## config.mk

```make
export PLATFORM = sky130hd
export DESIGN_NAME = dimacs_cnf_stream_parser_core
export DESIGN_NICKNAME = d
export VERILOG_FILES = /design/src/rtl/dcnf_pkg.sv /design/src/rtl/dimacs_cnf_stream_parser_core.sv
export SDC_FILE = /design/constraint.sdc
export NUM_CORES = 1
export LEC_CHECK = 0
export BUFFER_PORTS_ARGS = -buffer_cell sky130_fd_sc_hd__buf_2
export CAP_MARGIN = 25
export CELL_PAD_IN_SITES_DETAIL_PLACEMENT = 0
export CELL_PAD_IN_SITES_GLOBAL_PLACEMENT = 1
export CORE_ASPECT_RATIO = 0.6
export CORE_MARGIN = 10
export CORE_UTILIZATION = 25
export DETAILED_ROUTE_END_ITERATION = 10
export PLACE_DENSITY_LB_ADDON = 0.1
export SLEW_MARGIN = 40
export SYNTH_ARGS = -nofsm -noshare
export SYNTH_HDL_FRONTEND = slang
export SYNTH_SLANG_ARGS = --single-unit
```

## constraint.sdc

```tcl
create_clock -name i_clk -period 5.1 [get_ports i_clk]
set_clock_uncertainty 0.05 [all_clocks]
set_input_delay 1.02 -clock i_clk [delete_from_list [all_inputs] [get_ports i_clk]]
set_output_delay 1.02 -clock i_clk [all_outputs]
set_load 0.005 [all_outputs]
```

## src/rtl/dcnf_pkg.sv

```systemverilog
// Package for the DIMACS CNF stream parser: widths, character codes, result kinds, helpers.
`timescale 1ns / 1ps

package dcnf_pkg;

    localparam int unsigned NUM_BITS = 24;
    localparam int unsigned CHAR_W   = 8;
    localparam int unsigned KIND_W   = 3;
    localparam int unsigned VALUE_W  = 25;
    localparam int unsigned SEEN_W   = 24;
    localparam int unsigned KPOS_W   = 3;
    localparam int unsigned DIGIT_W  = 4;
    localparam int unsigned MUL_W    = NUM_BITS + DIGIT_W;
    localparam int unsigned EXT_W    = (NUM_BITS > VALUE_W) ? NUM_BITS : VALUE_W;
    localparam int unsigned CMP_W    = (NUM_BITS > SEEN_W) ? NUM_BITS : SEEN_W;
    localparam int unsigned TDATA_W  = ((VALUE_W + 1 + 7) / 8) * 8;

    localparam logic [CHAR_W-1:0] CH_TAB   = 8'd9;
    localparam logic [CHAR_W-1:0] CH_NL    = 8'd10;
    localparam logic [CHAR_W-1:0] CH_CR    = 8'd13;
    localparam logic [CHAR_W-1:0] CH_SPACE = 8'd32;
    localparam logic [CHAR_W-1:0] CH_MINUS = 8'd45;
    localparam logic [CHAR_W-1:0] CH_ZERO  = 8'd48;
    localparam logic [CHAR_W-1:0] CH_NINE  = 8'd57;
    localparam logic [CHAR_W-1:0] CH_C     = 8'd99;
    localparam logic [CHAR_W-1:0] CH_F     = 8'd102;
    localparam logic [CHAR_W-1:0] CH_N     = 8'd110;
    localparam logic [CHAR_W-1:0] CH_P     = 8'd112;

    localparam logic [SEEN_W-1:0] SEEN_MAX = {SEEN_W{1'b1}};

    typedef enum logic [KIND_W-1:0] {
        KIND_LIT     = 3'd0,
        KIND_END     = 3'd1,
        KIND_VARS    = 3'd2,
        KIND_CLAUSES = 3'd3,
        KIND_ERR     = 3'd4
    } t_kind;

    function automatic logic is_blank(input logic [CHAR_W-1:0] ch);
        return (ch == CH_SPACE) || (ch == CH_TAB) || (ch == CH_CR);
    endfunction

    function automatic logic is_digit(input logic [CHAR_W-1:0] ch);
        return (ch >= CH_ZERO) && (ch <= CH_NINE);
    endfunction

endpackage

```

## src/rtl/dimacs_cnf_stream_parser_core.sv

```systemverilog
// DIMACS CNF stream parser: byte-level tokenizer with registered result stage.
`timescale 1ns / 1ps

// Usage:
//   Slave stream takes one ASCII byte per transfer on s_axis_tdata.
//   Master stream gives at most one result per input byte:
//     m_axis_tuser = kind (literal, clause end, variable count, clause count, error),
//     m_axis_tdata = signed value and the all_done flag.
//   Throughput is one byte per cycle while no result is held; the parser state and
//   the output register both load on the clock edge that ends the input transfer.
//   s_axis_tready = !m_axis_tvalid || m_axis_tready, so a held result stalls the
//   input only while the receiver holds m_axis_tready low; no result is dropped.
//   An error, or the clause count reaching the header's target, halts the parser:
//   later bytes are still taken but give no results until reset.
//   Reset (i_rst_n low, synchronous) returns the parser to line start, clears
//   the clause counter and target, and empties the output register.
module dimacs_cnf_stream_parser_core
    import dcnf_pkg::*;
(
    input  logic               i_clk,
    input  logic               i_rst_n,
    input  logic               s_axis_tvalid,
    output logic               s_axis_tready,
    input  logic [CHAR_W-1:0]  s_axis_tdata,   // [7:0] char_in
    output logic               m_axis_tvalid,
    input  logic               m_axis_tready,
    output logic [TDATA_W-1:0] m_axis_tdata,   // [24:0] value, [25] all_done, rest zero
    output logic [KIND_W-1:0]  m_axis_tuser    // [2:0] kind
);

    typedef enum logic [3:0] {
        MODE_LINE_START = 4'd0,
        MODE_COMMENT    = 4'd1,
        MODE_HDR_KEY    = 4'd2,
        MODE_HDR_VAR    = 4'd3,
        MODE_HDR_SP2    = 4'd4,
        MODE_HDR_CLS    = 4'd5,
        MODE_HDR_TAIL   = 4'd6,
        MODE_BODY       = 4'd7,
        MODE_NUM        = 4'd8,
        MODE_HALT       = 4'd9
    } t_mode;

    localparam logic [KPOS_W-1:0] KP_SP1  = 3'd0;
    localparam logic [KPOS_W-1:0] KP_C    = 3'd1;
    localparam logic [KPOS_W-1:0] KP_N    = 3'd2;
    localparam logic [KPOS_W-1:0] KP_F    = 3'd3;
    localparam logic [KPOS_W-1:0] KP_SP2  = 3'd4;
    localparam logic [KPOS_W-1:0] KP_VARS = 3'd5;

    t_mode               r_mode,   n_mode;
    logic [KPOS_W-1:0]   r_kpos,   n_kpos;
    logic [NUM_BITS-1:0] r_acc,    n_acc;
    logic                r_neg,    n_neg;
    logic                r_dseen,  n_dseen;
    logic [NUM_BITS-1:0] r_target, n_target;
    logic                r_tknown, n_tknown;
    logic [SEEN_W-1:0]   r_seen,   n_seen;

    logic                r_out_valid;
    t_kind               r_kind;
    logic [VALUE_W-1:0]  r_value;
    logic                r_done;

    logic                n_emit;
    t_kind               n_kind;
    logic [NUM_BITS-1:0] n_mag;
    logic                n_eneg;
    logic                n_edone;
    logic [VALUE_W-1:0]  n_value;

    logic                in_fire;
    logic [CHAR_W-1:0]   ch;
    logic                nl;
    logic                blank;
    logic                digit;
    logic [DIGIT_W-1:0]  dval;
    logic [NUM_BITS-1:0] first_acc;
    logic [MUL_W-1:0]    mul_acc;
    logic                ovf;
    logic [SEEN_W-1:0]   seen_inc;
    logic [EXT_W-1:0]    mag_ext;

    assign s_axis_tready = !r_out_valid || m_axis_tready;
    assign in_fire       = s_axis_tvalid && s_axis_tready;

    assign ch        = s_axis_tdata;
    assign nl        = (ch == CH_NL);
    assign blank     = is_blank(ch);
    assign digit     = is_digit(ch);
    assign dval      = DIGIT_W'(ch - CH_ZERO);
    assign first_acc = NUM_BITS'(dval);
    assign mul_acc   = ({1'b0, r_acc, 3'b000} + {3'b000, r_acc, 1'b0}) + MUL_W'(dval);
    assign ovf       = (mul_acc[MUL_W-1:NUM_BITS] != '0);
    assign seen_inc  = (r_seen != SEEN_MAX) ? (r_seen + SEEN_W'(1)) : r_seen;

    always_comb begin
        n_mode   = r_mode;
        n_kpos   = r_kpos;
        n_acc    = r_acc;
        n_neg    = r_neg;
        n_dseen  = r_dseen;
        n_target = r_target;
        n_tknown = r_tknown;
        n_seen   = r_seen;
        n_emit   = 1'b0;
        n_kind   = KIND_ERR;
        n_mag    = '0;
        n_eneg   = 1'b0;
        n_edone  = 1'b0;
        unique case (r_mode)
            MODE_LINE_START, MODE_BODY: begin
                if (r_mode == MODE_LINE_START && ch == CH_C) begin
                    n_mode = MODE_COMMENT;
                end else if (r_mode == MODE_LINE_START && ch == CH_P) begin
                    n_mode = MODE_HDR_KEY;
                    n_kpos = KP_SP1;
                end else if (nl) begin
                    n_mode = MODE_LINE_START;
                end else if (blank) begin
                    n_mode = MODE_BODY;
                end else if (ch == CH_MINUS || digit) begin
                    n_mode  = MODE_NUM;
                    n_neg   = (ch == CH_MINUS);
                    n_acc   = digit ? first_acc : '0;
                    n_dseen = digit;
                end else begin
                    n_mode = MODE_HALT;
                    n_emit = 1'b1;
                end
            end
            MODE_COMMENT: begin
                if (nl) begin
                    n_mode = MODE_LINE_START;
                end
            end
            MODE_HDR_KEY: begin
                case (r_kpos)
                    KP_SP1: begin
                        if (blank) n_kpos = KP_C;
                        else begin n_mode = MODE_HALT; n_emit = 1'b1; end
                    end
                    KP_C: begin
                        if (ch == CH_C) n_kpos = KP_N;
                        else if (!blank) begin n_mode = MODE_HALT; n_emit = 1'b1; end
                    end
                    KP_N: begin
                        if (ch == CH_N) n_kpos = KP_F;
                        else begin n_mode = MODE_HALT; n_emit = 1'b1; end
                    end
                    KP_F: begin
                        if (ch == CH_F) n_kpos = KP_SP2;
                        else begin n_mode = MODE_HALT; n_emit = 1'b1; end
                    end
                    KP_SP2: begin
                        if (blank) n_kpos = KP_VARS;
                        else begin n_mode = MODE_HALT; n_emit = 1'b1; end
                    end
                    default: begin
                        if (digit) begin
                            n_mode  = MODE_HDR_VAR;
                            n_acc   = first_acc;
                            n_neg   = 1'b0;
                            n_dseen = 1'b1;
                        end else if (!blank) begin
                            n_mode = MODE_HALT;
                            n_emit = 1'b1;
                        end
                    end
                endcase
            end
            MODE_HDR_VAR, MODE_HDR_CLS, MODE_NUM: begin
                if (digit) begin
                    if (ovf) begin
                        n_mode = MODE_HALT;
                        n_emit = 1'b1;
                    end else begin
                        n_acc   = mul_acc[NUM_BITS-1:0];
                        n_dseen = 1'b1;
                    end
                end else if (r_mode == MODE_HDR_VAR && blank) begin
                    n_mode = MODE_HDR_SP2;
                    n_emit = 1'b1;
                    n_kind = KIND_VARS;
                    n_mag  = r_acc;
                end else if (r_mode == MODE_HDR_CLS && (blank || nl)) begin
                    n_target = r_acc;
                    n_tknown = 1'b1;
                    n_emit   = 1'b1;
                    n_kind   = KIND_CLAUSES;
                    n_mag    = r_acc;
                    n_edone  = (CMP_W'(r_seen) >= CMP_W'(r_acc));
                    if (n_edone) n_mode = MODE_HALT;
                    else if (nl) n_mode = MODE_LINE_START;
                    else n_mode = MODE_HDR_TAIL;
                end else if (r_mode == MODE_NUM && (blank || nl) && r_dseen) begin
                    n_mode = nl ? MODE_LINE_START : MODE_BODY;
                    n_emit = 1'b1;
                    if (r_acc != '0) begin
                        n_kind = KIND_LIT;
                        n_mag  = r_acc;
                        n_eneg = r_neg;
                    end else begin
                        n_seen  = seen_inc;
                        n_kind  = KIND_END;
                        n_edone = r_tknown && (CMP_W'(seen_inc) >= CMP_W'(r_target));
                        if (n_edone) n_mode = MODE_HALT;
                    end
                end else begin
                    n_mode = MODE_HALT;
                    n_emit = 1'b1;
                end
            end
            MODE_HDR_SP2: begin
                if (digit) begin
                    n_mode  = MODE_HDR_CLS;
                    n_acc   = first_acc;
                    n_dseen = 1'b1;
                end else if (!blank) begin
                    n_mode = MODE_HALT;
                    n_emit = 1'b1;
                end
            end
            MODE_HDR_TAIL: begin
                if (nl) n_mode = MODE_LINE_START;
                else if (!blank) begin n_mode = MODE_HALT; n_emit = 1'b1; end
            end
            MODE_HALT: begin
                n_mode = MODE_HALT;
            end
            default: begin
                n_mode = MODE_HALT;
            end
        endcase
    end

    assign mag_ext = EXT_W'(n_mag);
    assign n_value = n_eneg ? VALUE_W'(-mag_ext) : VALUE_W'(mag_ext);

    always_ff @(posedge i_clk) begin
        if (!i_rst_n) begin
            r_mode      <= MODE_LINE_START;
            r_kpos      <= '0;
            r_acc       <= '0;
            r_neg       <= 1'b0;
            r_dseen     <= 1'b0;
            r_target    <= '0;
            r_tknown    <= 1'b0;
            r_seen      <= '0;
            r_out_valid <= 1'b0;
        end else begin
            if (in_fire) begin
                r_mode   <= n_mode;
                r_kpos   <= n_kpos;
                r_acc    <= n_acc;
                r_neg    <= n_neg;
                r_dseen  <= n_dseen;
                r_target <= n_target;
                r_tknown <= n_tknown;
                r_seen   <= n_seen;
            end
            if (in_fire) begin
                r_out_valid <= n_emit;
            end else if (m_axis_tready) begin
                r_out_valid <= 1'b0;
            end
        end
        if (in_fire && n_emit) begin
            r_kind  <= n_kind;
            r_value <= n_value;
            r_done  <= n_edone;
        end
    end

    assign m_axis_tvalid = r_out_valid;
    assign m_axis_tuser  = r_kind;
    assign m_axis_tdata  = {{(TDATA_W - VALUE_W - 1){1'b0}}, r_done, r_value};

    // Halt is sticky until reset.
    a_halt_sticky: assert property (@(posedge i_clk) disable iff (!i_rst_n)
        r_mode == MODE_HALT |=> r_mode == MODE_HALT)
        else $error("parser left halt without reset");

    // An error or a done result always halts the parser.
    a_err_halts: assert property (@(posedge i_clk) disable iff (!i_rst_n)
        (in_fire && n_emit && (n_kind == KIND_ERR || n_edone)) |=> r_mode == MODE_HALT)
        else $error("error or done result without halt");

    // Clause end and error carry a zero value.
    a_zero_value: assert property (@(posedge i_clk) disable iff (!i_rst_n)
        (r_out_valid && (r_kind == KIND_END || r_kind == KIND_ERR)) |-> r_value == '0)
        else $error("clause end or error with nonzero value");

    // Done is only flagged on a clause end or a clause count.
    a_done_kind: assert property (@(posedge i_clk) disable iff (!i_rst_n)
        (r_out_valid && r_done) |-> (r_kind == KIND_END || r_kind == KIND_CLAUSES))
        else $error("done flag on wrong result kind");

    // Clause counter never steps back.
    a_seen_mono: assert property (@(posedge i_clk) disable iff (!i_rst_n)
        1'b1 |=> r_seen >= $past(r_seen))
        else $error("clause counter decreased");

endmodule

```

==> results of run 1 <==
layer usage:
metal	GRT usage, %	vias to the layer above	routed length, um
met1	25.7	3945	19900
met4	2.29	0	205
li1	-	4077	-
met2	18.8	184	12000
met5	0	-	0
met3	3.30	15	1860
area by class of cell:
class	instances	area, um2
tap	467	584
clock buffer	9	225
fill	3852	24800
clock inverter	7	78.8
timing repair buffer	98	663
sequential	112	2530
inverter	68	256
multi-input combinational	864	5860
stage by stage:
step	cell area, um2	cells	hold WS, ns	power (mW)
3_3_place_gp	9890	1607	0.428	1.37
5_1_grt	10200	1625	0.476	2.22
2_1_floorplan	8880	1097	0.404	1.18
4_1_cts	10200	1625	0.457	2.16
6_report	10200	1625	0.453	2.12
3_5_place_dp	9900	1609	0.443	1.36
report_power, final:
| part | total (mW) | switching, mW | internal (mW) |
|---|---|---|---|
| registers | 0.996 | 0.0383 | 0.957 |
| clock network | 0.779 | 0.393 | 0.387 |
| logic | 0.349 | 0.230 | 0.119 |
| total | 2.12 | 0.661 | 1.46 |
registers in the layout (all words and copies together) (netlist names), 3 cells and up:
register,cells
m_axis_tuser,3
r_target,24
r_seen,24
r_mode,4
r_value,25
r_acc,24
r_kpos,3
critical path, stage by stage, from the launching register on:
cell and delay (ns):
dfxtp_1 0.43, nand4_1 0.20, nor2_1 0.31, nand4_1 0.38, and3_1 0.38, and3_1 0.23
xor2_1 0.15, ha_1 0.28, nand4_1 0.13, or4_1 0.54, a21oi_1 0.22, o311ai_0 0.18
buf_4 0.19, a211oi_1 0.24, buf_4 0.17, nor3_1 0.04, o2111ai_1 0.19, o211a_1 0.17
worst paths after layout:
path	slack [ns]	end	cells past startpoint
max	0.56	r_mode[0]$_SDFFE_PN0P_	17
min	0.45	r_tknown$_SDFFE_PN0P_	2
max reg2reg	0.56	r_mode[0]$_SDFFE_PN0P_	17
min reg2reg	0.45	r_tknown$_SDFFE_PN0P_	2
cells by family after synthesis:
logic type | after synthesis | share of synthesized area, %
adders and majority gates | 99 | 14.2
DFF | 112 | 28.6
buffers and inverters | 121 | 5.55
AOI/OAI and AO/OA | 259 | 19.5
xor gates and xnor gates | 80 | 7.91
other | 1 | 0.0423
and+or+nand+nor | 408 | 22.9
muxes | 12 | 1.37
cells in the final DEF, fill, tap and decap left out, types with 7 or more instances in the layout:
master,Yosys,final
and3_1,20,19
nor4_1,12,12
edfxtp_1,29,29
nor2_1,138,138
inv_1,67,66
mux2i_1,11,11
buf_2,3,44
clkbuf_16,0,9
o211ai_1,13,13
o21ai_0,42,42
nor3_1,22,21
xor2_1,31,31
nand2_1,83,83
o31ai_1,12,12
dfxtp_1,83,83
o41ai_1,20,20
and2_1,14,14
a21o_1,15,15
a21oi_1,78,77
a211oi_1,12,12
nand2b_1,7,7
buf_4,7,51
nor2b_1,9,9
nand4_1,27,27
xnor2_1,49,49
ha_1,97,97
nand3_1,37,37
o21bai_1,7,7
==> flow_summary_export.csv, run 1 <==
group,metric,value,unit
die,floorplan.die_area,43600,um2
worst_setup_path,worstReg2RegStart,"r_seen[21]$_SDFFE_PN0P_",
sta,fin_tns_setup,0,ns
drt,drt-initial-drc-count,635,
cts,cts_repair_resize_count,0,
layout,diodes,0,
global_route,grt_antenna_before_repair,0,
worst_setup_path,source_of_the_critical_timing_path,"r_seen[21]$_SDFFE_PN0P_",
worst_setup_path,critPathMaxFanout,7,
drt,drt-vias-per-instance,5.06,
cts,post-cts-setup-buffer-count,0,
sta,timing_worst_slew_pin_value,0.763,ns
place,hpwl,27000,um
die,placeableCoreArea,35000,um2
sta,post-route-min-period,4.54,ns
cts,cts_sinks,112,
die,die_y,166,um
logic_synthesis,yosys_warnings,0,
drt,route.vias.total,8221,
place,routabilityCongestion,0.827,
sta,max_freq,220,MHz
global_route,grt_max_degree,49,
pwr,total_leakage_power,4.18,nW
logic_synthesis,synth_cell_types,76,
drt,iteration_count_of_the_initial_detailed_routing_pass,5,
min_path,worstHoldPathType,"flip-flop to flip-flop",
sta,setup_violations,0,
pwr,power_density,208,nW/um2
global_route,grt_pass1_vias,7794,
die,start_util,25.3,%
sta,min_period_over_period,89.0,%
logic_synthesis,postSynthAreaPerCell,8.11,um2
global_route,wire_length_of_the_first_global_routing_pass,51700,um
drt,routed_wire_length_per_instance,20.9,um
logic_synthesis,postSynthRegisterBits,112,
sta,timing_hold_violations_final,0,
logic_synthesis,synthFlopType,"dfxtp_1",
logic_synthesis,synthCells,1092,
logic_synthesis,count_of_flip_flops_with_a_built_in_enable_after_synthesis,29,
logic_synthesis,top_area_cell_type_share_of_the_netlist_area,18.8,%
worst_setup_path,worst-endpoint-required,5.38,ns
sta,drv_slew,0,
worst_setup_path,worst_setup_path_start_kind,"flip-flop",
drt,route.final.wire_length,34000,um
cts,cts.reportedPaths.clkPinSlew,0.08,ns
run_status,run_status,"finished, final reports clean",
worst_setup_path,cp_data_arrival_time,4.82,ns
logic_synthesis,synth_seq_area_share,28.6,%
worst_setup_path,critical_path.endpoint_type,"flip-flop",
cts,ctsHoldBuffers,0,
cts,worstSkewPairLatency,0.39,ns
job,cap_viol_max_count,0,
layout,syn2layout_area_growth,15.2,%
cts,cts-htree-levels,3,
logic_synthesis,synth_async_sr_flop_share,0,%
layout,drive_gt1_share,12.0,%
drt,drc,0,
sta,rsz_0062_raised_after_global_routing,"no",
min_path,hold_wc_startpoint,"r_tknown$_SDFFE_PN0P_",
die,die_x,263,um
pwr,max-vdd-ir-drop,0.165,mV
logic_synthesis,post-synth-top-area-cell,"dfxtp_1",
place,buffer_ports.inserted,42,
layout,final_core_utilization,29.1,%
global_route,grt_use_total,15.4,%
global_route,grt-ovfl-total,0,
die,floorplan.rows,53,
place,dp_worst_slack,0.270,ns
drt,detail-route-antenna-nets,0,
cts,cts_tree,"yes",
logic_synthesis,yosys-top-cells-count,"138 x nor2_1, 97 x ha_1, 83 x dfxtp_1, 83 x nand2_1, 78 x a21oi_1",
cts,cts.root.buffer_cell,"clkbuf_16",
sta,tightest_slew_margin_relative_to_the_limit,48.7,%
layout,final_net_count,1264,
sta,post-route-worst-setup-slack,0.561,ns
cts,clock_path_buffers,2,
die,i_o_pin_cnt,49,
logic_synthesis,post_synth_instance_area,8860,um2
worst_setup_path,criticalPathCategory,"flip-flop to flip-flop",
logic_synthesis,synth.top_cells.by_area,"dfxtp_1 19%, ha_1 14%, edfxtp_1 9.8%",
cts,cts_buffers,9,
logic_synthesis,post-synth-top-count-cell,"nor2_1",
Power figures use the tool's default switching activity.
==> run 2: changes to the inputs <==
PLACE_DENSITY_LB_ADDON = 0.08   (was 0.1)
==> run 2 against run 1 <==
Via count down 0.33%. Sequential power hardly changed. Final area decreased by 0.43%. Clock power decreased by 2%. Non-clock buffer count shrank 3. Final cell count shrank 0.18%. Critical endpoint is now r_value[6]$_DFFE_PP_. Largest cell class unchanged. Largest power group unchanged. Highest routed layer unchanged.
==> flow_summary_export.csv, run 2 (synthesized netlist as in run 1, its figures left out) <==
group,metric,value,unit
layout,registers.top_by_ff_count,"r_value",
worst_setup_path,critical_path.endpoint_type,"flip-flop",
pwr,power_density,207,nW/um2
worst_setup_path,max_stage_delay,0.56,ns
sta,setup_violations,0,
global_route,grt_max_degree,49,
drt,routed_wire_length_per_instance,21.1,um
die,floorplan.die_area,43600,um2
worst_setup_path,critPathMaxFanout,29,
cts,clock_path_buffers,2,
drt,detail-route-antenna-nets,0,
die,i_o_pin_cnt,49,
place,place_inst,1606,
global_route,grt_pass1_vias,7541,
cts,cts_repair_resize_count,0,
global_route,grt_use_total,15.3,%
die,floorplan.rows,53,
layout,drive_gt1_share,11.9,%
sta,max_freq,216,MHz
die,die_y,166,um
drt,route.final.wire_length,34300,um
drt,drc,0,
worst_setup_path,worstReg2RegStart,"r_seen[4]$_SDFFE_PN0P_",
cts,cts-htree-levels,3,
cts,cts.root.buffer_cell,"clkbuf_16",
pwr,total_leakage_power,4.16,nW
cts,cts_sinks,112,
layout,diodes,0,
layout,largest_register_ffs,25,
job,cap_viol_max_count,0,
sta,final.hold.worst_slack,0.440,ns
cts,cts_tree,"yes",
drt,drt-initial-drc-count,710,
global_route,wire_length_of_the_first_global_routing_pass,51400,um
worst_setup_path,worst-endpoint-required,5.18,ns
place,buffer_ports.inserted,42,
pwr,max-vdd-ir-drop,0.185,mV
sta,timing_worst_slew_pin_value,0.832,ns
cts,cts.reportedPaths.clkPinSlew,0.08,ns
worst_setup_path,cp_slowest_cell,"fa_1",
worst_setup_path,criticalPathCategory,"primary input to flip-flop",
layout,finalNonFillerCells,1622,
worst_setup_path,path_cells,"buf_2 > fa_1 > inv_1 > fa_1 > nor2b_1 > o2111ai_1 > a211oi_1 > buf_4 > o21a_1 > a221oi_1 > a211oi_1 > o21a_1 > o21ai_0 > and3_2 > buf_12",
cts,post-cts-setup-buffer-count,0,
drt,drt-vias-per-instance,5.05,
cts,worstSkewPairLatency,0.38,ns
die,placeableCoreArea,35000,um2
run_status,run_status,"finished, final reports clean",
worst_setup_path,cp_data_arrival_time,4.71,ns
layout,mostFrequentLayoutCells,"138 x nor2_1, 97 x ha_1, 83 x nand2_1, 83 x dfxtp_1, 77 x a21oi_1",
worst_setup_path,worst_setup_path_start_kind,"primary input",
global_route,grt-ovfl-total,0,
layout,layout.cells.most_common,"nor2_1",
cts,ctsHoldBuffers,0,
sta,rsz_0062_raised_after_global_routing,"no",
sta,post-route-min-period,4.63,ns
place,hpwl,26900,um
cts,cts_buffers,9,
layout,syn2layout_area_growth,14.7,%
die,die_x,263,um
global_route,grt_antenna_before_repair,3,
sta,drv_slew,0,
sta,tightest_slew_margin_relative_to_the_limit,43.8,%
sta,min_period_over_period,90.7,%
place,routabilityCongestion,0.822,
drt,route.vias.total,8194,
min_path,hold_wc_startpoint,"r_acc[1]$_SDFFE_PN0P_",
layout,final_net_count,1261,
worst_setup_path,source_of_the_critical_timing_path,"s_axis_tdata[3]",
sta,fin_tns_setup,0,ns
sta,timing_hold_violations_final,0,
die,start_util,25.3,%
min_path,worstHoldPathType,"flip-flop to flip-flop",
drt,iteration_count_of_the_initial_detailed_routing_pass,5,
## run 2: cell types whose count changed in the layout (fill, tap and decap cells not counted), sizes merged
cell,change
buf,-3
clkinv,+3
clkinvlp,-2
inv,-1
## run 2: power breakdown
group / total (mW) / switching, mW / leakage (nW) / internal, mW
Clock: 0.766 / 0.383 / 0.146 / 0.382
Combinational: 0.341 / 0.231 / 3.07 / 0.109
Sequential: 0.995 / 0.0373 / 0.947 / 0.957
## run 2: routing by layer
| layer | vias up | global-route usage (%) | part of all wire [%] | wire, um |
|---|---|---|---|---|
| li1 | 4072 | - | - | - |
| met4 | 0 | 1.72 | 0.58 | 197 |
| met1 | 3903 | 25.6 | 59 | 20100 |
| met3 | 17 | 3.44 | 4.9 | 1690 |
| met2 | 202 | 18.8 | 36 | 12300 |
| met5 | - | 0 | 0 | 0 |
## run 2: critical path: cells and delay by family
family	cells	cell delay (ns)
compound gates	7	1.67
fa+ha+maj	2	1.01
buf+inv	4	0.53
simple gates	2	0.41
## run 2: layout make-up
class                      instances  area (um2)
sequential                       112        2530
fill                            3784       24900
clock inverter                     7        70.1
clock buffer                       9         225
inverter                          68         256
timing repair buffer              95         621
tap                              467         584
multi-input combinational        864        5870
## run 2: worst paths after layout
check,endpoint,cells past startpoint,slack (ns)
hold / removal,r_acc[1]$_SDFFE_PN0P_,2,0.44
setup reg to reg,r_mode[1]$_SDFFE_PN0P_,19,0.53
setup / recovery,r_value[6]$_DFFE_PP_,15,0.47
hold reg to reg,r_acc[1]$_SDFFE_PN0P_,2,0.44
## run 2: metrics by stage
step	power, mW	worst slack (ns)	utilization, %	instance area, um2
6_report	2.10	0.475	29.0	10200
5_1_grt	2.22	0.281	29.0	10200
4_1_cts	2.15	0.563	29.0	10200
3_5_place_dp	1.35	0.218	28.2	9860
3_3_place_gp	1.36	0.213	28.1	9850
2_1_floorplan	1.18	0.353	-	8880
==> run 3: changes to the inputs <==
CORE_ASPECT_RATIO = 1.25   (was 0.6)
==> run 3 against run 2 <==
First-iteration DRC count is 47% lower. Final cell count stayed put. Combinational power is 6.5% lower. Register-to-register slack better by 0.15 ns. Sequential power is 0.7% lower. Sequential share of layout area is 0.15 points higher. Final area is 0.59% lower. Wire length is 8.7% lower. Critical path depth is 2 higher. Total power is 3.0% lower.
==> flow_summary_export.csv, run 3 (synthesized netlist as in run 1, its figures left out) <==
group,metric,value,unit
cts,cts_buffers,9,
place,placement.cell_area,9810,um2
pwr,max-vdd-ir-drop,0.139,mV
worst_setup_path,cpLargestDelayFamily,"simple AND/OR/NAND/NOR gates",
die,placeableCoreArea,35200,um2
worst_setup_path,worst-endpoint-required,5.31,ns
sta,final.hold.worst_slack,0.457,ns
die,floorplan.die_area,43400,um2
worst_setup_path,critical_path_buffers_and_inverters,2,
worst_setup_path,cp_data_arrival_time,4.62,ns
layout,largest_register_ffs,25,
job,cap_viol_max_count,0,
global_route,grt_use_total,14.4,%
sta,tightest_slew_margin_relative_to_the_limit,46.9,%
global_route,grt-ovfl-total,0,
sta,timing_hold_violations_final,0,
sta,drv_slew,0,
cts,ctsHoldBuffers,0,
min_path,worstHoldPathType,"flip-flop to flip-flop",
global_route,grt_max_degree,44,
cts,cts.reportedPaths.clkPinSlew,0.08,ns
layout,diodes,0,
worst_setup_path,cells_on_worst_reg2reg_path,17,
worst_setup_path,max_stage_delay,0.54,ns
layout,final_instance_area,10100,um2
layout,mostFrequentLayoutCells,"138 x nor2_1, 97 x ha_1, 83 x nand2_1, 83 x dfxtp_1, 77 x a21oi_1",
drt,route.vias.total,7920,
place,dp_worst_slack,0.276,ns
cts,clock_path_buffers,2,
sta,post-route-min-period,4.42,ns
cts,cts_sinks,112,
sta,fin_tns_setup,0,ns
die,i_o_pin_cnt,49,
layout,syn2layout_area_growth,14.0,%
drt,iteration_count_of_the_initial_detailed_routing_pass,5,
sta,rsz_0062_raised_after_global_routing,"no",
global_route,grt_antenna_before_repair,0,
drt,drc,0,
layout,layout.cells.most_common,"nor2_1",
cts,cts_tree,"yes",
pwr,total_leakage_power,4.12,nW
sta,max_freq,226,MHz
layout,finalNonFillerCells,1622,
die,start_util,25.2,%
place,buffer_ports.inserted,42,
die,die_y,230,um
drt,routed_wire_length_per_instance,19.3,um
worst_setup_path,path_cells,"nand4_1 > nor2_1 > nand4_1 > buf_4 > and3_1 > and3_1 > xor2_1 > ha_1 > nand4_1 > or4_1 > a21oi_1 > o311ai_0 > a211oi_1 > buf_4 > o21bai_1 > a21oi_1 > a21oi_1",
die,floorplan.rows,77,
global_route,grt_pass1_vias,8072,
worst_setup_path,critPathMaxFanout,11,
place,routabilityCongestion,0.807,
die,die_x,188,um
place,hpwl,24600,um
drt,drt-vias-per-instance,4.88,
worst_setup_path,worst_setup_path_start_kind,"flip-flop",
layout,drive_gt1_share,11.3,%
worst_setup_path,critical_path.endpoint_type,"flip-flop",
global_route,wire_length_of_the_first_global_routing_pass,48500,um
run_status,run_status,"finished, final reports clean",
layout,num-fill-cells,3871,
drt,route.final.wire_length,31300,um
cts,post-cts-setup-buffer-count,0,
cts,cts_repair_resize_count,0,
drt,detail-route-antenna-nets,0,
sta,setup_violations,0,
place,place_inst,1606,
sta,post-route-worst-setup-slack,0.683,ns
sta,timing_worst_slew_pin_value,0.792,ns
min_path,timing.hold.worst_path_depth,2,
worst_setup_path,criticalPathCategory,"flip-flop to flip-flop",
worst_setup_path,worstSetupPathDepth,17,
cts,cts-htree-levels,3,
layout,final_net_count,1254,
worst_setup_path,cp_slowest_cell,"dfxtp_1",
drt,drt-initial-drc-count,377,
sta,min_period_over_period,86.6,%
pwr,power_density,202,nW/um2
cts,worstSkewPairLatency,0.39,ns
layout,registers.top_by_ff_count,"r_value",
cts,cts.root.buffer_cell,"clkbuf_16",
run 3: changes by cell type in the layout (fill, tap and decap cells not counted), sizes merged:
cell	previous run	this run
bufinv	1	0
clkinv	5	4
buf	95	88
inv	68	70
run 3: worst paths after layout:
| check | endpoint | startpoint | slack [ns] |
|---|---|---|---|
| setup / recovery | r_mode[2]$_SDFFE_PN0P_ | r_seen[19]$_SDFFE_PN0P_ | 0.68 |
| hold reg to reg | r_tknown$_SDFFE_PN0P_ | r_tknown$_SDFFE_PN0P_ | 0.46 |
| setup reg to reg | r_mode[2]$_SDFFE_PN0P_ | r_seen[19]$_SDFFE_PN0P_ | 0.68 |
| hold / removal | r_tknown$_SDFFE_PN0P_ | r_tknown$_SDFFE_PN0P_ | 0.46 |
run 3: worst reg2reg max path, stage by stage, from the launching register on:
cell and delay [ns]:
dfxtp_1 0.54, nand4_1 0.22, nor2_1 0.27, nand4_1 0.13
buf_4 0.19, and3_1 0.23, and3_1 0.22, xor2_1 0.15
ha_1 0.28, nand4_1 0.15, or4_1 0.54, a21oi_1 0.23
o311ai_0 0.28, a211oi_1 0.31, buf_4 0.18, o21bai_1 0.09
a21oi_1 0.17, a21oi_1 0.08
run 3: final cells by class:
cell class | instances | area (um2) | area share (%)
multi-input cells | 864 | 5870 | 58.1
flip-flops and latches | 112 | 2530 | 25.1
well taps | 474 | 593 | 5.87
repair buffers | 88 | 568 | 5.62
inverters | 68 | 255 | 2.53
clock buffers | 9 | 225 | 2.23
clock inverters | 7 | 56.3 | 0.557
run 3: metrics by stage:
step                      utilization, %  power, mW
final                               28.7       2.04
after global routing                28.7       2.15
after CTS                           28.7       2.09
after detailed placement            27.9       1.34
after global placement              27.9       1.34
after floorplan                        -       1.18
run 3: per-layer routing:
metal,track usage (%),vias to the layer above,part of all wire [%]
met5,0,-,0
met2,26.1,86,51
met4,4.37,0,1.7
met3,1.73,21,1.9
li1,-,4058,-
met1,17.3,3755,45
run 3: power by group:
group	switching, mW	leakage (nW)	total (mW)	internal (mW)
sequential	0.0313	0.947	0.988	0.957
clock	0.393	0.136	0.731	0.338
combinational	0.212	3.04	0.319	0.107
total	0.637	4.12	2.04	1.40
